`src/hdl/vsbi_pkg.sv`:
```
// Shared constants, codes and types of the volatility surface lookup.
`default_nettype none

package vsbi_pkg;

   // Grid sizes; the node and grid indexes of the input word are four bits wide.
   localparam int MAX_STRIKES  = 16;
   localparam int MAX_EXPIRIES = 16;
   localparam int K_IDX_W      = $clog2(MAX_STRIKES);
   localparam int T_IDX_W      = $clog2(MAX_EXPIRIES);
   localparam int GRID_DEPTH   = MAX_STRIKES * MAX_EXPIRIES;
   localparam int GRID_ADDR_W  = K_IDX_W + T_IDX_W;

   // Field widths.
   localparam int VALUE_W = 32;
   localparam int COUNT_W = 5;
   localparam int CSR_IDX_W = 2;

   // Coordinates are signed: log2 with 24 fraction bits, or a 32-bit root.
   localparam int FRAC_W  = 24;
   localparam int COORD_W = 34;

   // Weights are Q0.16 with one more bit to hold exactly one.
   localparam int WGT_W = 17;
   localparam logic [WGT_W-1:0] WONE = 17'd65536;

   // Blend datapath widths.
   localparam int ACC_W  = 64;
   localparam int ROW_W  = 48;

   typedef enum logic [1:0] {
      ACT_STRIKE = 2'd0,
      ACT_EXPIRY = 2'd1,
      ACT_VOL    = 2'd2,
      ACT_QUERY  = 2'd3
   } action_type;

   typedef enum logic [CSR_IDX_W-1:0] {
      CSR_SPOT_PRICE   = 2'd0,
      CSR_STRIKE_COUNT = 2'd1,
      CSR_EXPIRY_COUNT = 2'd2
   } csr_index_type;

   typedef enum logic [1:0] {
      OP_LOG  = 2'd0,
      OP_SQRT = 2'd1,
      OP_DIV  = 2'd2
   } iter_op_type;

   // Command to the shared iterative unit.
   typedef struct packed {
      logic                       start;
      iter_op_type                op;
      logic [VALUE_W-1:0]         raw;
      logic signed [COORD_W-1:0]  num;
      logic signed [COORD_W-1:0]  den;
   } iter_cmd_type;

   // Reply from the shared iterative unit.
   typedef struct packed {
      logic                       done;
      logic signed [COORD_W-1:0]  result;
   } iter_rsp_type;

endpackage

`default_nettype wire

```
`src/hdl/vsbi_iter_unit.sv`:
```
// Shared iterative unit: fixed-point log2, square root and fraction divide.
`default_nettype none

module vsbi_iter_unit import vsbi_pkg::*; (
   input  logic         clock,
   input  logic         reset,
   input  iter_cmd_type cmd,
   output iter_rsp_type rsp
);

   typedef enum logic [4:0] {
      IT_IDLE   = 5'b00001,
      IT_NORM   = 5'b00010,
      IT_SQUARE = 5'b00100,
      IT_ROOT   = 5'b01000,
      IT_DIVIDE = 5'b10000
   } it_state_type;

   it_state_type              state_ff, state_in;
   logic [4:0]                cnt_ff, cnt_in;
   logic [63:0]               x_ff, x_in;
   logic [35:0]               r_ff, r_in;
   logic [31:0]               q_ff, q_in;
   logic [4:0]                e_ff, e_in;
   logic                      done_ff, done_in;
   logic signed [COORD_W-1:0] res_ff, res_in;

   logic [5:0]  amt;
   logic [63:0] sq;
   logic [32:0] sq_top;
   logic [35:0] root_rem;
   logic [35:0] root_trial;
   logic [35:0] div_rem;
   logic [35:0] div_den;
   logic [5:0]  log_exp;

   always_comb begin
      state_in = state_ff;
      cnt_in   = cnt_ff;
      x_in     = x_ff;
      r_in     = r_ff;
      q_in     = q_ff;
      e_in     = e_ff;
      done_in  = 1'b0;
      res_in   = res_ff;

      amt        = 6'd16 >> cnt_ff[2:0];
      sq         = x_ff[31:0] * x_ff[31:0];
      sq_top     = sq[63:31];
      root_rem   = {r_ff[33:0], x_ff[63:62]};
      root_trial = {2'b00, q_ff, 2'b01};
      div_rem    = {r_ff[34:0], 1'b0};
      div_den    = x_ff[35:0];
      log_exp    = {1'b0, e_ff} - 6'd16;

      case (state_ff)
         IT_IDLE: begin
            if (cmd.start) begin
               q_in = '0;
               r_in = '0;
               case (cmd.op)
                  OP_LOG: begin
                     // A zero argument is taken as the smallest raw value.
                     x_in     = {32'd0, (cmd.raw == '0) ? 32'd1 : cmd.raw};
                     e_in     = 5'd31;
                     cnt_in   = 5'd0;
                     state_in = IT_NORM;
                  end
                  OP_SQRT: begin
                     x_in     = {2'b00, cmd.raw, 30'd0};
                     cnt_in   = 5'd31;
                     state_in = IT_ROOT;
                  end
                  OP_DIV: begin
                     r_in     = 36'(unsigned'(cmd.num));
                     x_in     = 64'(unsigned'(cmd.den));
                     cnt_in   = 5'd15;
                     state_in = IT_DIVIDE;
                  end
                  default: state_in = IT_IDLE;
               endcase
            end
         end

         // Leading-one search in five halving steps.
         IT_NORM: begin
            if ((x_ff[31:0] >> (6'd32 - amt)) == 32'd0) begin
               x_in = {32'd0, x_ff[31:0] << amt};
               e_in = e_ff - amt[4:0];
            end
            if (cnt_ff == 5'd4) begin
               cnt_in   = 5'd23;
               state_in = IT_SQUARE;
            end else begin
               cnt_in = cnt_ff + 5'd1;
            end
         end

         // One fraction bit per squaring of the mantissa.
         IT_SQUARE: begin
            if (sq_top[32]) begin
               x_in = {32'd0, sq_top[32:1]};
            end else begin
               x_in = {32'd0, sq_top[31:0]};
            end
            q_in = {q_ff[30:0], sq_top[32]};
            if (cnt_ff == 5'd0) begin
               res_in   = {{(COORD_W-FRAC_W-6){log_exp[5]}}, log_exp,
                           q_ff[FRAC_W-2:0], sq_top[32]};
               done_in  = 1'b1;
               state_in = IT_IDLE;
            end else begin
               cnt_in = cnt_ff - 5'd1;
            end
         end

         // Restoring square root, one result bit per cycle.
         IT_ROOT: begin
            x_in = {x_ff[61:0], 2'b00};
            if (root_rem >= root_trial) begin
               r_in = root_rem - root_trial;
               q_in = {q_ff[30:0], 1'b1};
            end else begin
               r_in = root_rem;
               q_in = {q_ff[30:0], 1'b0};
            end
            if (cnt_ff == 5'd0) begin
               res_in   = COORD_W'(q_in);
               done_in  = 1'b1;
               state_in = IT_IDLE;
            end else begin
               cnt_in = cnt_ff - 5'd1;
            end
         end

         // Restoring divide of a proper fraction into sixteen bits.
         IT_DIVIDE: begin
            if (div_rem >= div_den) begin
               r_in = div_rem - div_den;
               q_in = {q_ff[30:0], 1'b1};
            end else begin
               r_in = div_rem;
               q_in = {q_ff[30:0], 1'b0};
            end
            if (cnt_ff == 5'd0) begin
               res_in   = COORD_W'(q_in[15:0]);
               done_in  = 1'b1;
               state_in = IT_IDLE;
            end else begin
               cnt_in = cnt_ff - 5'd1;
            end
         end

         default: state_in = IT_IDLE;
      endcase
   end

   always_ff @(posedge clock) begin
      if (reset) begin
         state_ff <= IT_IDLE;
         done_ff  <= 1'b0;
      end else begin
         state_ff <= state_in;
         done_ff  <= done_in;
      end
      cnt_ff <= cnt_in;
      x_ff   <= x_in;
      r_ff   <= r_in;
      q_ff   <= q_in;
      e_ff   <= e_in;
      res_ff <= res_in;
   end

   assign rsp.done   = done_ff;
   assign rsp.result = res_ff;

endmodule

`default_nettype wire

```
`config.mk`:
```
export PLATFORM = sky130hd
export DESIGN_NAME = vsbi_iter_unit
export DESIGN_NICKNAME = d
export VERILOG_FILES = /design/src/hdl/vsbi_pkg.sv /design/src/hdl/vsbi_iter_unit.sv
export SDC_FILE = /design/constraint.sdc
export NUM_CORES = 2
export LEC_CHECK = 0
export ABC_CLOCK_PERIOD_IN_PS = 10900
export BUFFER_PORTS_ARGS = -buffer_cell sky130_fd_sc_hd__buf_2
export CELL_PAD_IN_SITES_DETAIL_PLACEMENT = 0
export CELL_PAD_IN_SITES_GLOBAL_PLACEMENT = 1
export CORE_MARGIN = 5
export CORE_UTILIZATION = 51
export DETAILED_ROUTE_END_ITERATION = 12
export PLACE_DENSITY = 0.86
export SYNTH_ARGS = -nofsm -noshare
export SYNTH_HDL_FRONTEND = slang
export SYNTH_SLANG_ARGS = --single-unit
```
`constraint.sdc`:
```
create_clock -name clock -period 10.9 [get_ports clock]
set_input_delay 0.545 -clock clock [delete_from_list [all_inputs] [get_ports clock]]
set_output_delay 0.545 -clock clock [all_outputs]
set_load 0.01 [all_outputs]
```
==> impl_metrics.ini <==
[cts]
cts_tree = done
cts.htree.levels = 4
holdBufCountCts = 0
clock_tree.root_cell = clkbuf_16
cts_buffer_depth = 2
cts_made_buffers = 17
cts_setup_buffers = 0
clock_sink_count = 180
ctsResizeCount = 0
path_clk_slew_ps = 90
clock_latency_ps = 470

[final_layout]
multiInputGateArea_um2 = 33100
final_common_cell = inv_1
nNetsFinal = 6041
final_cell_mix = inv_1 (1058), fa_1 (793), nor2_1 (417)
syn_to_final_growth_pct = 5.99
seqCellArea_um2 = 5350
nFillCells = 7777
drive_above_1_share_pct = 6.92

[critical_path]
crit_fanout = 13
timing.rr.end = x_ff[29]$_DFFE_PP_
r2r_slack_ps = 1130
worst_ep_required_time_ps = 11120
critPathCaptureType = flip-flop
cp-startpoint = x_ff[11]$_DFFE_PP_
crit_type = flip-flop to flip-flop
arrival_ps = 9990
start_kind = flip-flop
r2r-start = x_ff[11]$_DFFE_PP_
r2r_cells = 22
setup.worst_path.end = x_ff[29]$_DFFE_PP_

[drt]
wire_per_inst_um = 23.3
drc = 0
drt_iter0_markers = 3137
via_per_inst = 5.85
vias = 34500
finalWirelength_um = 138000
firstDrtPassIters = 7
drtAntennaViolNets = 0

[synthesis]
synth_nets = 6019
yosys_warnings = 0
syn_area_um2 = 43200
seq_area_frac_synth_pct = 12.4
synth-async-reset-ratio_pct = 0
netlist_instances = 4736
synth_seq_cells = 180
yosysUniqueCellTypes = 84
synth-edff-count = 174
syn_avg_cell_area_um2 = 9.13
synth_flop_cell = edfxtp_1

[place]
numPortBuffers = 139
hpwl_um = 107000
place_congestion = 0.990

[floorplan]
start_util_pct = 51.6
fp.dieH_um = 301
die-width_um = 301
core_um2 = 83800
io_pins = 140
die-area_um2 = 90700
num_rows = 106

[global_route]
grt_pass1_wl_um = 211000
grtUsageTotal_pct = 30.5
grt-ovfl-total = 0
grt_max_degree = 79
antenna_found_initial = 1
grt_pass1_vias = 36000

[timing]
tightest_slew_ps = 1260
hold_viol = 0
fin_crit_sh_pct = 89.6
rsz0062_at_grt = no
finalClockSkew_ps = 14.5
relSlewSlack_pct = 15.7
drv_slew = 0
tns_ps = 0
max_freq_mhz = 102
period_needed_ps = 9770
setup_viol = 0

[min_path]
min_path_type = input pin to flip-flop
hold_depth = 2

[status]
status = finished clean

[run]
maxCapViolCount = 0
-- per-layer routing --
metal	track usage (%)	wire (µm)	up-vias
met3	7.39	14200	375
li1	-	-	15300
met5	0	0	-
met1	41.4	54900	17200
met2	47.9	61500	1709
met4	11.6	6940	0
-- kinds of logic after synthesis --
kind of cell	after synthesis	share of synthesized area [%]
AND/OR/NAND/NOR	1076	10.8
multiplexers	107	2.56
adder cells (fa/ha/maj)	1178	47.9
flip-flops	180	12.4
AO/OA/AOI/OAI	760	12.1
XOR/XNOR	147	3.02
buffers and inverters	1288	11.3
-- state kept, by name, summed over array words and instances (netlist names) --
signal	flops
cnt_ff	5
done_ff	1
e_ff	5
q_ff	32
r_ff	35
res_ff	33
state_ff	5
x_ff	64
-- through the flow --
stage / instances / hold WS, ps / cell area, µm² / worst slack (ps) / utilization [%]
3_3_place_gp: 5873 / 431 / 45200 / 1580 / 53.9
6_report: 5907 / 327 / 45800 / 1130 / 54.7
5_1_grt: 5906 / 310 / 45800 / 924 / 54.7
3_5_place_dp: 5873 / 433 / 45200 / 1530 / 53.9
2_1_floorplan: 4736 / 426 / 43200 / 2390 / -
4_1_cts: 5905 / 303 / 45800 / 1480 / 54.7
-- area by class of cell --
class	instances	share of cell area, %
multi-input combinational	3268	72.2
sequential	180	11.7
inverter	1064	8.72
tap	1134	3.10
timing repair buffer	227	2.96
clock buffer	17	0.928
clock inverter	15	0.475
antenna	2	0.0109
-- synthesized netlist by cell type, drive strengths merged (25+ instances only) --
library cell | instances | area [µm²]
o211ai | 29 | 218
nand4 | 31 | 194
o22ai | 26 | 163
a22oi | 25 | 188
fa | 793 | 15900
ha | 385 | 4820
xor2 | 62 | 562
a221oi | 33 | 302
nor3 | 36 | 185
nand2 | 386 | 1450
a22o | 37 | 324
clkbuf | 161 | 604
a21oi | 184 | 921
edfxtp | 174 | 5230
nor2 | 420 | 1580
a21o | 70 | 526
inv | 1059 | 3980
nand3 | 52 | 260
o21ai | 125 | 626
mux2i | 87 | 871
xnor2 | 85 | 744
buf | 63 | 285
a221o | 25 | 250
nor4 | 26 | 163
a31oi | 26 | 178
-- how the worst min path moves through the flow --
stage	to	slack (ps)	startpoint
CTS	done_ff$_SDFF_PP0_	300	reset
finish	state_ff[1]$_SDFFE_PP0P_	330	reset
global route	state_ff[1]$_SDFFE_PP0P_	310	reset
global placement	res_ff[8]$_DFFE_PP_	430	q_ff[7]$_DFFE_PP_
floorplan	res_ff[10]$_DFFE_PP_	430	q_ff[9]$_DFFE_PP_
detailed placement	res_ff[6]$_DFFE_PP_	430	q_ff[5]$_DFFE_PP_
-- worst max-delay path, cell delays in order, from the launching register on --
cell and delay [ps]:
edfxtp_1 370, clkinv_1 660, buf_4 480, nor2_1 250, fa_1 480, inv_1 90, fa_1 440, fa_1 540
fa_1 540, inv_1 60, fa_1 570, fa_1 460, fa_1 520, fa_1 420, ha_1 520, and4_1 360
nand4_1 320, a211oi_1 1000, o21ai_0 390, a21oi_1 410, a211o_1 220, xor2_1 90, a221o_1 330
Power is left out: the tool's default activity adds up to more than one toggle a clock period on the data nets, which glitch-free logic cannot reach.
